--- src/hfp_pkg.sv ---
package hfp_pkg;

    localparam int MAX_HEX_DIGITS_DEF = 8;
    localparam int MIN_FRAME_LEN      = 4;
    localparam int QUEUE_DEPTH        = 2;

    localparam logic [7:0] SEPARATOR_BYTE = 8'h1F;

    localparam logic [2:0] ST_OK    = 3'd0;
    localparam logic [2:0] ST_WRONG = 3'd1;
    localparam logic [2:0] ST_EMPTY = 3'd2;
    localparam logic [2:0] ST_OUT   = 3'd3;
    localparam logic [2:0] ST_SHORT = 3'd4;

    localparam logic KIND_CMD   = 1'b0;
    localparam logic KIND_PARAM = 1'b1;

    // One request from the front to the back.
    typedef struct packed {
        logic [7:0] rel;
        logic       absorb;
        logic       emit;
        logic       emit_kind;
        logic       last;
        logic       short_frame;
    } hfp_op_t;

    typedef struct packed {
        logic        kind;
        logic [31:0] value;
        logic [2:0]  status;
        logic        done;
    } hfp_result_t;

    typedef struct packed {
        logic       is_hex;
        logic [3:0] nibble;
    } hfp_hex_t;

    function automatic hfp_hex_t hex_decode(input logic [7:0] c);
        hfp_hex_t r;
        r.is_hex = 1'b1;
        r.nibble = 4'd0;
        if (c inside {[8'h30:8'h39]})
        begin
            r.nibble = c[3:0];
        end
        else if (c inside {[8'h41:8'h46], [8'h61:8'h66]})
        begin
            r.nibble = c[3:0] + 4'd9;
        end
        else
        begin
            r.is_hex = 1'b0;
        end
        return r;
    endfunction

endpackage

--- src/hfp_front.sv ---
module hfp_front (
    input  logic            clk,
    input  logic            rst_n,
    input  logic            s_tvalid,
    output logic            s_tready,
    input  logic [7:0]      s_tdata,
    input  logic            s_tlast,
    input  logic            q_full,
    output logic            push,
    output hfp_pkg::hfp_op_t push_op
);
    import hfp_pkg::*;

    localparam logic [2:0] Min = 3'(MIN_FRAME_LEN);

    logic [7:0] held0_reg, held0_next;
    logic [7:0] held1_reg, held1_next;
    logic [2:0] seen_reg, seen_next;
    logic       acc;

    assign s_tready = !q_full;
    assign acc      = s_tvalid && s_tready;

    always_comb
    begin
        push_op.rel         = held0_reg;
        push_op.absorb      = (seen_reg >= 3'd2)
                              && ((seen_reg < Min) || (held0_reg != SEPARATOR_BYTE));
        push_op.emit        = (seen_reg == Min - 3'd1)
                              || ((seen_reg == Min) && (held0_reg == SEPARATOR_BYTE));
        push_op.emit_kind   = (seen_reg == Min);
        push_op.last        = s_tlast;
        push_op.short_frame = s_tlast && (seen_reg < Min - 3'd1);
        push                = acc && ((seen_reg >= 3'd2) || s_tlast);
    end

    always_comb
    begin
        held0_next = held0_reg;
        held1_next = held1_reg;
        seen_next  = seen_reg;
        if (acc)
        begin
            if (s_tlast)
            begin
                held0_next = 8'd0;
                held1_next = 8'd0;
                seen_next  = 3'd0;
            end
            else
            begin
                held0_next = held1_reg;
                held1_next = s_tdata;
                if (seen_reg < Min)
                begin
                    seen_next = seen_reg + 3'd1;
                end
            end
        end
    end

    always_ff @(posedge clk or negedge rst_n)
    begin
        if (!rst_n)
        begin
            held0_reg <= 8'd0;
            held1_reg <= 8'd0;
            seen_reg  <= 3'd0;
        end
        else
        begin
            held0_reg <= held0_next;
            held1_reg <= held1_next;
            seen_reg  <= seen_next;
        end
    end

endmodule

--- src/hfp_queue.sv ---
module hfp_queue (
    input  logic             clk,
    input  logic             rst_n,
    input  logic             push,
    input  hfp_pkg::hfp_op_t push_op,
    output logic             full,
    input  logic             pop,
    output logic             head_valid,
    output hfp_pkg::hfp_op_t head_op
);
    import hfp_pkg::*;

    localparam int PtrW = (QUEUE_DEPTH > 1) ? $clog2(QUEUE_DEPTH) : 1;
    localparam int CntW = $clog2(QUEUE_DEPTH + 1);

    hfp_op_t         entry_reg [QUEUE_DEPTH];
    logic [PtrW-1:0] wr_ptr_reg, wr_ptr_next;
    logic [PtrW-1:0] rd_ptr_reg, rd_ptr_next;
    logic [CntW-1:0] count_reg, count_next;

    assign full       = (count_reg == CntW'(QUEUE_DEPTH));
    assign head_valid = (count_reg != '0);
    assign head_op    = entry_reg[rd_ptr_reg];

    always_comb
    begin
        wr_ptr_next = wr_ptr_reg;
        rd_ptr_next = rd_ptr_reg;
        count_next  = count_reg;
        if (push)
        begin
            wr_ptr_next = (wr_ptr_reg == PtrW'(QUEUE_DEPTH - 1)) ? '0 : wr_ptr_reg + 1'b1;
        end
        if (pop)
        begin
            rd_ptr_next = (rd_ptr_reg == PtrW'(QUEUE_DEPTH - 1)) ? '0 : rd_ptr_reg + 1'b1;
        end
        case ({push, pop})
            2'b10:   count_next = count_reg + 1'b1;
            2'b01:   count_next = count_reg - 1'b1;
            default: count_next = count_reg;
        endcase
    end

    always_ff @(posedge clk)
    begin
        if (push)
        begin
            entry_reg[wr_ptr_reg] <= push_op;
        end
    end

    always_ff @(posedge clk or negedge rst_n)
    begin
        if (!rst_n)
        begin
            wr_ptr_reg <= '0;
            rd_ptr_reg <= '0;
            count_reg  <= '0;
        end
        else
        begin
            wr_ptr_reg <= wr_ptr_next;
            rd_ptr_reg <= rd_ptr_next;
            count_reg  <= count_next;
        end
    end

endmodule

--- src/hfp_back.sv ---
module hfp_back #(
    parameter int MAX_HEX_DIGITS = hfp_pkg::MAX_HEX_DIGITS_DEF
) (
    input  logic                clk,
    input  logic                rst_n,
    input  logic                head_valid,
    input  hfp_pkg::hfp_op_t    head_op,
    output logic                pop,
    output logic                m_tvalid,
    input  logic                m_tready,
    output hfp_pkg::hfp_result_t m_result
);
    import hfp_pkg::*;

    localparam int DigW = $clog2(MAX_HEX_DIGITS + 2);

    logic [31:0]     accum_reg, accum_next;
    logic [DigW-1:0] digits_reg, digits_next;
    logic            bad_reg, bad_next;
    logic            valid_reg, valid_next;
    logic            pend_reg, pend_next;
    hfp_result_t     res_reg, res_next;

    hfp_hex_t        hx;
    logic [31:0]     accum_a;
    logic [DigW-1:0] digits_a;
    logic            bad_a;
    logic            end_field;
    logic            need1;
    logic            need2;
    logic            out_free;
    hfp_result_t     field_res;
    hfp_result_t     out_res;
    hfp_result_t     first_res;

    assign m_tvalid = valid_reg;
    assign m_result = res_reg;
    assign out_free = !valid_reg || m_tready;

    always_comb
    begin
        hx       = hex_decode(head_op.rel);
        digits_a = digits_reg;
        accum_a  = accum_reg;
        bad_a    = bad_reg;
        if (head_op.absorb)
        begin
            if (digits_reg <= DigW'(MAX_HEX_DIGITS))
            begin
                digits_a = digits_reg + 1'b1;
            end
            if (hx.is_hex)
            begin
                accum_a = {accum_reg[27:0], hx.nibble};
            end
            else
            begin
                bad_a = 1'b1;
            end
        end

        field_res.kind  = head_op.emit ? head_op.emit_kind : KIND_PARAM;
        field_res.done  = 1'b0;
        if (digits_a == '0)
        begin
            field_res.value  = 32'd0;
            field_res.status = ST_EMPTY;
        end
        else if (bad_a || (digits_a > DigW'(MAX_HEX_DIGITS)))
        begin
            field_res.value  = 32'd0;
            field_res.status = ST_WRONG;
        end
        else
        begin
            field_res.value  = accum_a;
            field_res.status = ST_OK;
        end

        out_res.kind   = KIND_PARAM;
        out_res.value  = 32'd0;
        out_res.status = ST_OUT;
        out_res.done   = 1'b1;

        end_field = head_op.last && !head_op.emit && (digits_a != '0);
        need1     = head_op.emit || head_op.last;
        need2     = head_op.last && !head_op.short_frame && (head_op.emit || (digits_a != '0));

        if (head_op.short_frame)
        begin
            first_res.kind   = KIND_PARAM;
            first_res.value  = 32'd0;
            first_res.status = ST_SHORT;
            first_res.done   = 1'b1;
        end
        else if (head_op.emit || end_field)
        begin
            first_res = field_res;
        end
        else
        begin
            first_res = out_res;
        end

        pop = head_valid && !pend_reg && (!need1 || out_free);
    end

    always_comb
    begin
        valid_next  = valid_reg && !m_tready;
        pend_next   = pend_reg;
        res_next    = res_reg;
        accum_next  = accum_reg;
        digits_next = digits_reg;
        bad_next    = bad_reg;
        // Finish the end-of-frame result before taking the next request.
        if (pend_reg && out_free)
        begin
            valid_next = 1'b1;
            res_next   = out_res;
            pend_next  = 1'b0;
        end
        else if (pop && need1)
        begin
            valid_next = 1'b1;
            res_next   = first_res;
            pend_next  = need2;
        end
        if (pop)
        begin
            if (head_op.emit || head_op.last)
            begin
                accum_next  = 32'd0;
                digits_next = '0;
                bad_next    = 1'b0;
            end
            else
            begin
                accum_next  = accum_a;
                digits_next = digits_a;
                bad_next    = bad_a;
            end
        end
    end

    always_ff @(posedge clk)
    begin
        res_reg <= res_next;
    end

    always_ff @(posedge clk or negedge rst_n)
    begin
        if (!rst_n)
        begin
            accum_reg  <= 32'd0;
            digits_reg <= '0;
            bad_reg    <= 1'b0;
            valid_reg  <= 1'b0;
            pend_reg   <= 1'b0;
        end
        else
        begin
            accum_reg  <= accum_next;
            digits_reg <= digits_next;
            bad_reg    <= bad_next;
            valid_reg  <= valid_next;
            pend_reg   <= pend_next;
        end
    end

endmodule

--- src/hex_field_frame_parser.sv ---
// Channel  Dir  Fields
// s_*      in   tdata[7:0] frame_byte, tlast frame_end
// m_*      out  tdata[31:0] item_value, tdata[34:32] item_status, tuser item_kind, tlast frame_done
//
// One byte per cycle in unless the queue is full; each byte reaches the field unit two bytes later.
// A request yields zero, one or two results; the output register sends one a cycle unless stalled,
// so a two-result frame end holds the field unit until its second result is registered.
// A two-entry request queue sits between byte intake and the field unit; when it fills,
// as after a two-result frame end on a steady stream, the input stalls.
// Reset is asynchronous, active low, and returns to the start of a frame.
module hex_field_frame_parser #(
    parameter int MAX_HEX_DIGITS = hfp_pkg::MAX_HEX_DIGITS_DEF
) (
    input  logic        clk,
    input  logic        rst_n,
    input  logic        s_tvalid,
    output logic        s_tready,
    input  logic [7:0]  s_tdata,   // [7:0] frame_byte
    input  logic        s_tlast,
    output logic        m_tvalid,
    input  logic        m_tready,
    output logic [39:0] m_tdata,   // [31:0] item_value, [34:32] item_status, zero pad
    output logic        m_tuser,   // [0] item_kind
    output logic        m_tlast
);
    import hfp_pkg::*;

    logic        push;
    hfp_op_t     push_op;
    logic        q_full;
    logic        pop;
    logic        head_valid;
    hfp_op_t     head_op;
    hfp_result_t result;

    hfp_front u_front (
        .clk      (clk),
        .rst_n    (rst_n),
        .s_tvalid (s_tvalid),
        .s_tready (s_tready),
        .s_tdata  (s_tdata),
        .s_tlast  (s_tlast),
        .q_full   (q_full),
        .push     (push),
        .push_op  (push_op)
    );

    hfp_queue u_queue (
        .clk        (clk),
        .rst_n      (rst_n),
        .push       (push),
        .push_op    (push_op),
        .full       (q_full),
        .pop        (pop),
        .head_valid (head_valid),
        .head_op    (head_op)
    );

    hfp_back #(
        .MAX_HEX_DIGITS (MAX_HEX_DIGITS)
    ) u_back (
        .clk        (clk),
        .rst_n      (rst_n),
        .head_valid (head_valid),
        .head_op    (head_op),
        .pop        (pop),
        .m_tvalid   (m_tvalid),
        .m_tready   (m_tready),
        .m_result   (result)
    );

    assign m_tdata = {5'd0, result.status, result.value};
    assign m_tuser = result.kind;
    assign m_tlast = result.done;

endmodule

--- config.mk ---
export PLATFORM = sky130hd
export DESIGN_NAME = hex_field_frame_parser
export DESIGN_NICKNAME = d
export VERILOG_FILES = /design/src/hfp_pkg.sv /design/src/hfp_front.sv /design/src/hfp_queue.sv /design/src/hfp_back.sv /design/src/hex_field_frame_parser.sv
export SDC_FILE = /design/constraint.sdc
export NUM_CORES = 1
export LEC_CHECK = 0
export BUFFER_PORTS_ARGS = -buffer_cell sky130_fd_sc_hd__buf_2
export CAP_MARGIN = 20
export CORE_ASPECT_RATIO = 0.7
export CORE_MARGIN = 4
export CORE_UTILIZATION = 45
export CTS_CLUSTER_DIAMETER = 80
export DETAILED_ROUTE_END_ITERATION = 8
export HOLD_SLACK_MARGIN = 0.12
export PLACE_DENSITY = 0.66
export SYNTH_ARGS = -nofsm -noshare
export SYNTH_HDL_FRONTEND = slang
export SYNTH_SLANG_ARGS = --single-unit
export TNS_END_PERCENT = 20
--- constraint.sdc ---
create_clock -name clk -period 3.27 [get_ports clk]
set_input_delay 0.327 -clock clk [delete_from_list [all_inputs] [get_ports clk]]
set_output_delay 0.327 -clock clk [all_outputs]
set_load 0.02 [all_outputs]
# Word-level counts from Yosys, hierarchy flattened
# Memory sizes are Yosys's and may differ from the RTL's.
# Index checks and enable logic that the tools add are counted.
# totals
regBits,99
ram_bits,26
inputBits,13
output_inout_bits,44
word_cells,113
n_memories,1
# memory_table
name,depth,word_bits,read_ports,rd_clocked_by_memory_dff,wr,line_no,source
u_queue.entry_reg,2,13,1,0,1,hfp_queue.sv:16,hfp_op_t entry_reg [QUEUE_DEPTH];
# classes
n_addsub,7
n_lt_le_gt_ge,11
n_eq_ne,7
mux,31
n_reduce_logical,41
# ops
operator,n
$mux 32,3
$mux 37,2
$mux 35,2
$mux 4,5
$logic_and 1x1->1,17
$ge 8x7->1 const B,2
$le 8x7->1 const B,2
$mux 8,2
$mux 1,14
$reduce_bool 2->1,5
$logic_or 1x1->1,9
$eq 8x5->1 const B,1
$ge 8x6->1 const B,1
$le 8x6->1 const B,1
$ne 8x5->1 const B,1
$logic_not 1->1,7
$mux 3,2
$add 4x1->4 const B,1
$add 4x4->4 const B,1
$eq 2x2->1 const B,2
$gt 4x4->1 const B,1
$le 4x4->1 const B,1
$logic_not 4->1,1
$pmux 2 s2,1
other kinds (12),13

# Logic depth before layout (Yosys ltp)
# An unclocked memory read counts as a cell.
# depth
depth_word,13
ltp_mapped,14
mapped_depth_nobuf,9

# Cells and area by module
# A second synthesis with hierarchy kept.
# unflattened
cells_unflattened,479
area_unflattened_um2,5442.7
# by_module_without_submodules
mod,instances,cells_per_inst,area_per_inst_um2,seq_area_each_um2
hfp_back,1,318,3289.4,1716.6
hfp_queue,1,56,1126.1,880.8
hfp_front,1,99,985.9,475.5
hex_field_frame_parser,1,6,41.3,0.0

# Worst setup path after synthesis
# No wires, ideal clock.
# synth_path
kind,register to register
from,register u_queue.rd_ptr_reg
to,register u_back.accum_reg[12]
setup_ns,0.121
arrival_ns,2.470
required_ns,3.149
setup_slack_ns,0.679
path_stages_with_launch,14
n_path_buf,4
synth_period_minus_slack_ns,2.591
path_cell_list,dfrtp_1 > buf_6 > buf_6 > buf_6 > mux2_2 > inv_1 > ha_1 > inv_1 > a311oi_2 > nand2_2 > a21oi_4 > o21ai_4 > buf_2 > a22o_1
# synth_between
elab_chain_cells,9
elab_cells_between_ends,20
cone_classes,order compare: 6; mux: 5; reduce/logical: 8; memory: 1
# synth_lines
item,line_no,source
start: declaration,hfp_queue.sv:18,"logic [PtrW-1:0] rd_ptr_reg, rd_ptr_next;"
start signal: assignment,hfp_queue.sv:64,rd_ptr_reg <= rd_ptr_next;
$mem_v2 2x13 *,n/a,
$ge 8x7->1 or $le 8x7->1 (tied branches),hfp_pkg.sv:48,"else if (c inside {[8'h41:8'h46], [8'h61:8'h66]})"
$logic_and 1x1->1,hfp_pkg.sv:48,
$reduce_bool 2->1,hfp_pkg.sv:48,
$mux 1,hfp_pkg.sv:48,
$mux 1,hfp_pkg.sv:44,if (c inside {[8'h30:8'h39]})
$mux 32,hfp_back.sv:52,if (hx.is_hex)
$mux 32,hfp_back.sv:46,if (head_op.absorb)
$mux 32,hfp_back.sv:131,if (head_op.emit || head_op.last)
end signal: assignment,hfp_back.sv:163,accum_reg <= accum_next;
end: declaration,hfp_back.sv:17,"logic [31:0] accum_reg, accum_next;"
# Mark *: on every way between the ends. The rest lies on a longest branch, timed or not.
# A chain may end at the register's enable or synchronous reset.

# Worst setup path in the final report
# layout_path
from,register u_queue.rd_ptr_reg
to,register u_back.res_reg (netlist bit u_back.m_result[10])
# layout_between
elab_chain_cells,13
elab_cells_between_ends,35
cone_classes,order compare: 7; mux: 11; reduce/logical: 16; memory: 1
# layout_lines
item,line_no,source
$mem_v2 2x13 *,n/a,
$ge 8x7->1 or $le 8x7->1 (tied branches),hfp_pkg.sv:48,
$logic_and 1x1->1,hfp_pkg.sv:48,
$reduce_bool 2->1,hfp_pkg.sv:48,
$mux 1,hfp_pkg.sv:48,
$mux 1,hfp_pkg.sv:44,
$mux 1,hfp_back.sv:52,
$mux 1,hfp_back.sv:46,
$logic_or 1x1->1,hfp_back.sv:69,else if (bad_a || (digits_a > DigW'(MAX_HEX_DIGITS)))
$mux 35,hfp_back.sv:69,
$mux 35,hfp_back.sv:64,if (digits_a == '0)
$mux 37,hfp_back.sv:96,else if (head_op.emit || end_field)
$mux 37,hfp_back.sv:89,if (head_op.short_frame)
end signal: assignment,hfp_back.sv:148,res_reg <= res_next;
end: declaration,hfp_back.sv:22,"hfp_result_t res_reg, res_next;"
# Marked as above.

==> out/summary.md <==
The tools report the insertion delay of the later-clocked pin in the worst-skew pair as 0.41 ns. The final worst slack is 0.438 ns. Entering global routing, the biggest net connects 42 pins. Category of the most critical setup path: flip-flop to flip-flop.

For this design, the sink count on the clock tree is 125. The logic depth of the worst register-to-register path is 10. The chip width came out at 139 microns. The tools report the required arrival time at the worst endpoint as 3.55 ns.

Among all flip-flop cells after synthesis, the most frequent one is sky130_fd_sc_hd__dfrtp_1. The number of instances in the placed design is 686. The tools report the final non-filler cell area as 0.00640 sq mm.

The tools report the startpoint type of the worst setup path as a flip-flop. In this run the number of cells on the critical path is 10. The number of buffers and inverters on the critical path is 3, and the area of the mapped netlist is 0.00544 sq mm. Adding up every negative setup slack in the final design gives 0 ns. Clock-pin slew was measured on the worst setup and hold paths at 0.06 ns.

Setup repair after global routing left no endpoint under its margin. For flop-to-flop paths, the worst setup slack is 0.44 ns. STA puts the critical path data arrival time at 3.11 ns. Synthesis produced 488 cells.

Counting instances, the worst hold path has a depth of 3. The measured slew at the worst slew-check pin was 0.919 ns; the maximum level of the CTS H-tree was 4. The count of nets left with antenna violations once routing finished came out at 0. Dividing the detail-routed via count by the number of cells gives 5.34. The run gives 0 as the count of yosys warnings during synthesis. The final count of negative-setup-slack endpoints was 0.

Power spread over the standard cell area amounts to 865 mW/mm^2. For the top achievable clock speed, the log shows 353 MHz. For the number of distinct library cells after synthesis, the log shows 63. The logs give 17 for the TritonCTS buffer count and 0.865 for the global placement routability congestion. The number of antenna violations at the first check in global routing was 0. The run finished with clean final reports.

The number of flip-flops in the largest register is 37. The end of the worst register-to-register path is u_back.m_result[10]. The number of antenna diodes in the final layout is 0. For this run, the number of standard cells in the final layout without fillers is 719.

Port buffering added 51 buffers. Share of layout cells above drive strength 1: 0.201. Final critical-path share of the clock period: 0.866. The slowest stage of the critical path belongs to the cell sky130_fd_sc_hd__dfrtp_1. The floorplan has 33 rows. For this run, the slowest stage of the critical path takes 0.44 ns.

The minimum clock period is 2.83 ns, and the number of max-cap violations is 0. Counting along the longest clock path gives a buffer depth of 2. The wire length of the first global-routing pass was 18900 microns. The number of synthesized flops with an enable pin was 26.

The launching point of the worst reg2reg path is u_queue.rd_ptr_reg. After layout, the design draws a total of 5.54 mW. The die outline area was 0.0139 sq mm; the HPWL after detailed placement was 8050 microns. Counting flops and latches in the post-synthesis netlist gives 125. In the routed design, unresolved DRC markers number 0.

Of all nets on the critical path, the largest fanout is 15. The post-placement setup slack was 0.439 ns. Walking the worst path, the cells encountered are mux2_2 -> inv_1 -> ha_1 -> inv_1 -> a311oi_2 -> nand2_2 -> a21oi_4 -> buf_4 -> mux2i_1 -> o21ai_0. Cell repeated most along the worst path: sky130_fd_sc_hd__inv_1. The number of pins exceeding their max-slew limit in the final report is 0, and the initial cell density of the core is 0.462. The kind of cell adding the most delay to the critical path is compound AO/OA/AOI/OAI gates. The number of hold-slack violations in the final timing report came out at 0. The final layout contains routed wiring with a total length of 11700 microns. The run gives 0.565 as the proportion of synthesized chip area in sequential cells. The relative max-transition margin was 0.387; the overall via count from detail_route was 3838. Global-route congestion overflow total: 0. The worst setup path is captured at a flip-flop. TritonCTS built the clock tree. The tools report the end point of the critical path as u_back.m_result[10].

The routed length per placed instance was 16.3 microns. In this run the standard cell core region covers 0.0118 sq mm. The run gives 0.172 as the global-route usage over all layers. The die is 100 microns tall. Relative to the synthesized area, the layout overhead comes to 17.7%.

The net count of the finished layout is 571. For this run, the detailed router's first-pass iteration total came to 4. The I/O pin count is 57. Classification of the worst-slack hold path: input pin to flip-flop.

The cell leakage power was 2.81 nW; the setup skew after layout was 0.00811 ns. In this run the cell area measured after placement is 0.00583 sq mm. The tree is rooted in a sky130_fd_sc_hd__clkbuf_16.

A synthesized cell averages 11.1 sq um. Proportion of synthesized flip-flops having asynchronous set or reset: 0.496. For the initial detailed-routing violation count, the log shows 322. The post-layout utilization of the core came out at 0.544. The worst hold slack was 0.155 ns.

The startpoint of the worst setup timing path was u_queue.rd_ptr_reg. VDD sags by at most 513 uV. The number of global-route vias before repair came out at 3608.
==> final cells by class <==
type | instances | area [sq um]
sequential | 125 | 3070
tap | 157 | 196
clock buffer | 23 | 499
multi-input combinational | 323 | 2130
fill | 1032 | 5370
clock inverter | 9 | 57.6
inverter | 16 | 60.1
timing repair buffer | 66 | 383
==> synthesized netlist by cell type, drive strengths merged (2+ instances only) <==
cell type	n	area, sq um
a21oi	10	61.3
mux2	3	33.8
mux2i	37	387
a22o	33	289
nand2	77	292
inv	15	56.3
buf	18	153
o32ai	2	17.5
nand3	5	30.0
xnor2	4	35.0
nand4	2	12.5
nor3	6	35.0
edfxtp	26	781
and3	3	18.8
nand2b	6	37.5
o31ai	2	20.0
dfxtp	37	741
dfrtp	62	1550
nor3b	2	15.0
a2bb2oi	2	17.5
nor2	23	103
clkbuf	10	38.8
nor2b	3	18.8
ha	9	113
xor2	2	17.5
a21o	2	15.0
and2	4	25.0
o21ai	57	304
a22oi	2	15.0
o21a	4	30.0
a211oi	2	15.0
==> cells in the final DEF, fill, tap and decap left out, types with 18 or more instances in the layout <==
cell and instances:
sky130_fd_sc_hd__nor2_1 22, sky130_fd_sc_hd__o21ai_1 19, sky130_fd_sc_hd__nand2_1 76, sky130_fd_sc_hd__dfxtp_1 37, sky130_fd_sc_hd__edfxtp_1 26, sky130_fd_sc_hd__mux2i_1 35, sky130_fd_sc_hd__a22o_1 33, sky130_fd_sc_hd__clkbuf_16 18
sky130_fd_sc_hd__dfrtp_1 62, sky130_fd_sc_hd__buf_2 51, sky130_fd_sc_hd__o21ai_0 34
==> worst min-delay path, stage by stage <==
cell and delay (ns):
sky130_fd_sc_hd__buf_2 0.09, sky130_fd_sc_hd__nand2_1 0.05, sky130_fd_sc_hd__o21ai_0 0.06
==> layer usage <==
layer / global-route usage / share of wire
met1: 0.262 / 0.51
met3: 0.0419 / 0.058
met4: 0.0586 / 0.010
met5: 0 / 0
met2: 0.241 / 0.42
==> where the power goes <==
group	switching (mW)	internal, mW
clock	0.685	1.07
combinational	1.09	0.605
sequential	0.204	1.88
total	1.98	3.56
==> logic make-up (layout without fill, tap and decap cells) <==
kind of cell / after synthesis / after routing / share of synthesized area
buf+inv: 44 / 114 / 0.0463
compound gates: 127 / 127 / 0.165
simple gates: 135 / 135 / 0.113
other cells: 1 / 5 / 0.000690
mux: 40 / 40 / 0.0773
flops: 125 / 125 / 0.565
fa+ha+maj: 10 / 10 / 0.0226
xor+xnor: 6 / 6 / 0.00967
==> worst min-delay path by stage <==
stage | slack (ns) | endpoint | start
floorplan | 0.03 | u_back.accum_reg[0] | rst_n
global placement | 0.43 | u_back.m_result[22] | u_back.m_result[22]
detailed placement | 0.44 | u_back.m_result[26] | u_back.m_result[26]
CTS | 0.15 | u_front.held1_reg[6] | s_tdata[6]
global route | 0.17 | u_front.held1_reg[6] | s_tdata[6]
finish | 0.16 | u_front.held1_reg[6] | s_tdata[6]
==> timing repair <==
action	4_1_cts	5_1_grt
hold buffers	1	0
resized for setup	0	0
hold endpoints to repair	39	0
setup buffers	0	0
Power figures use the tool's default switching activity.
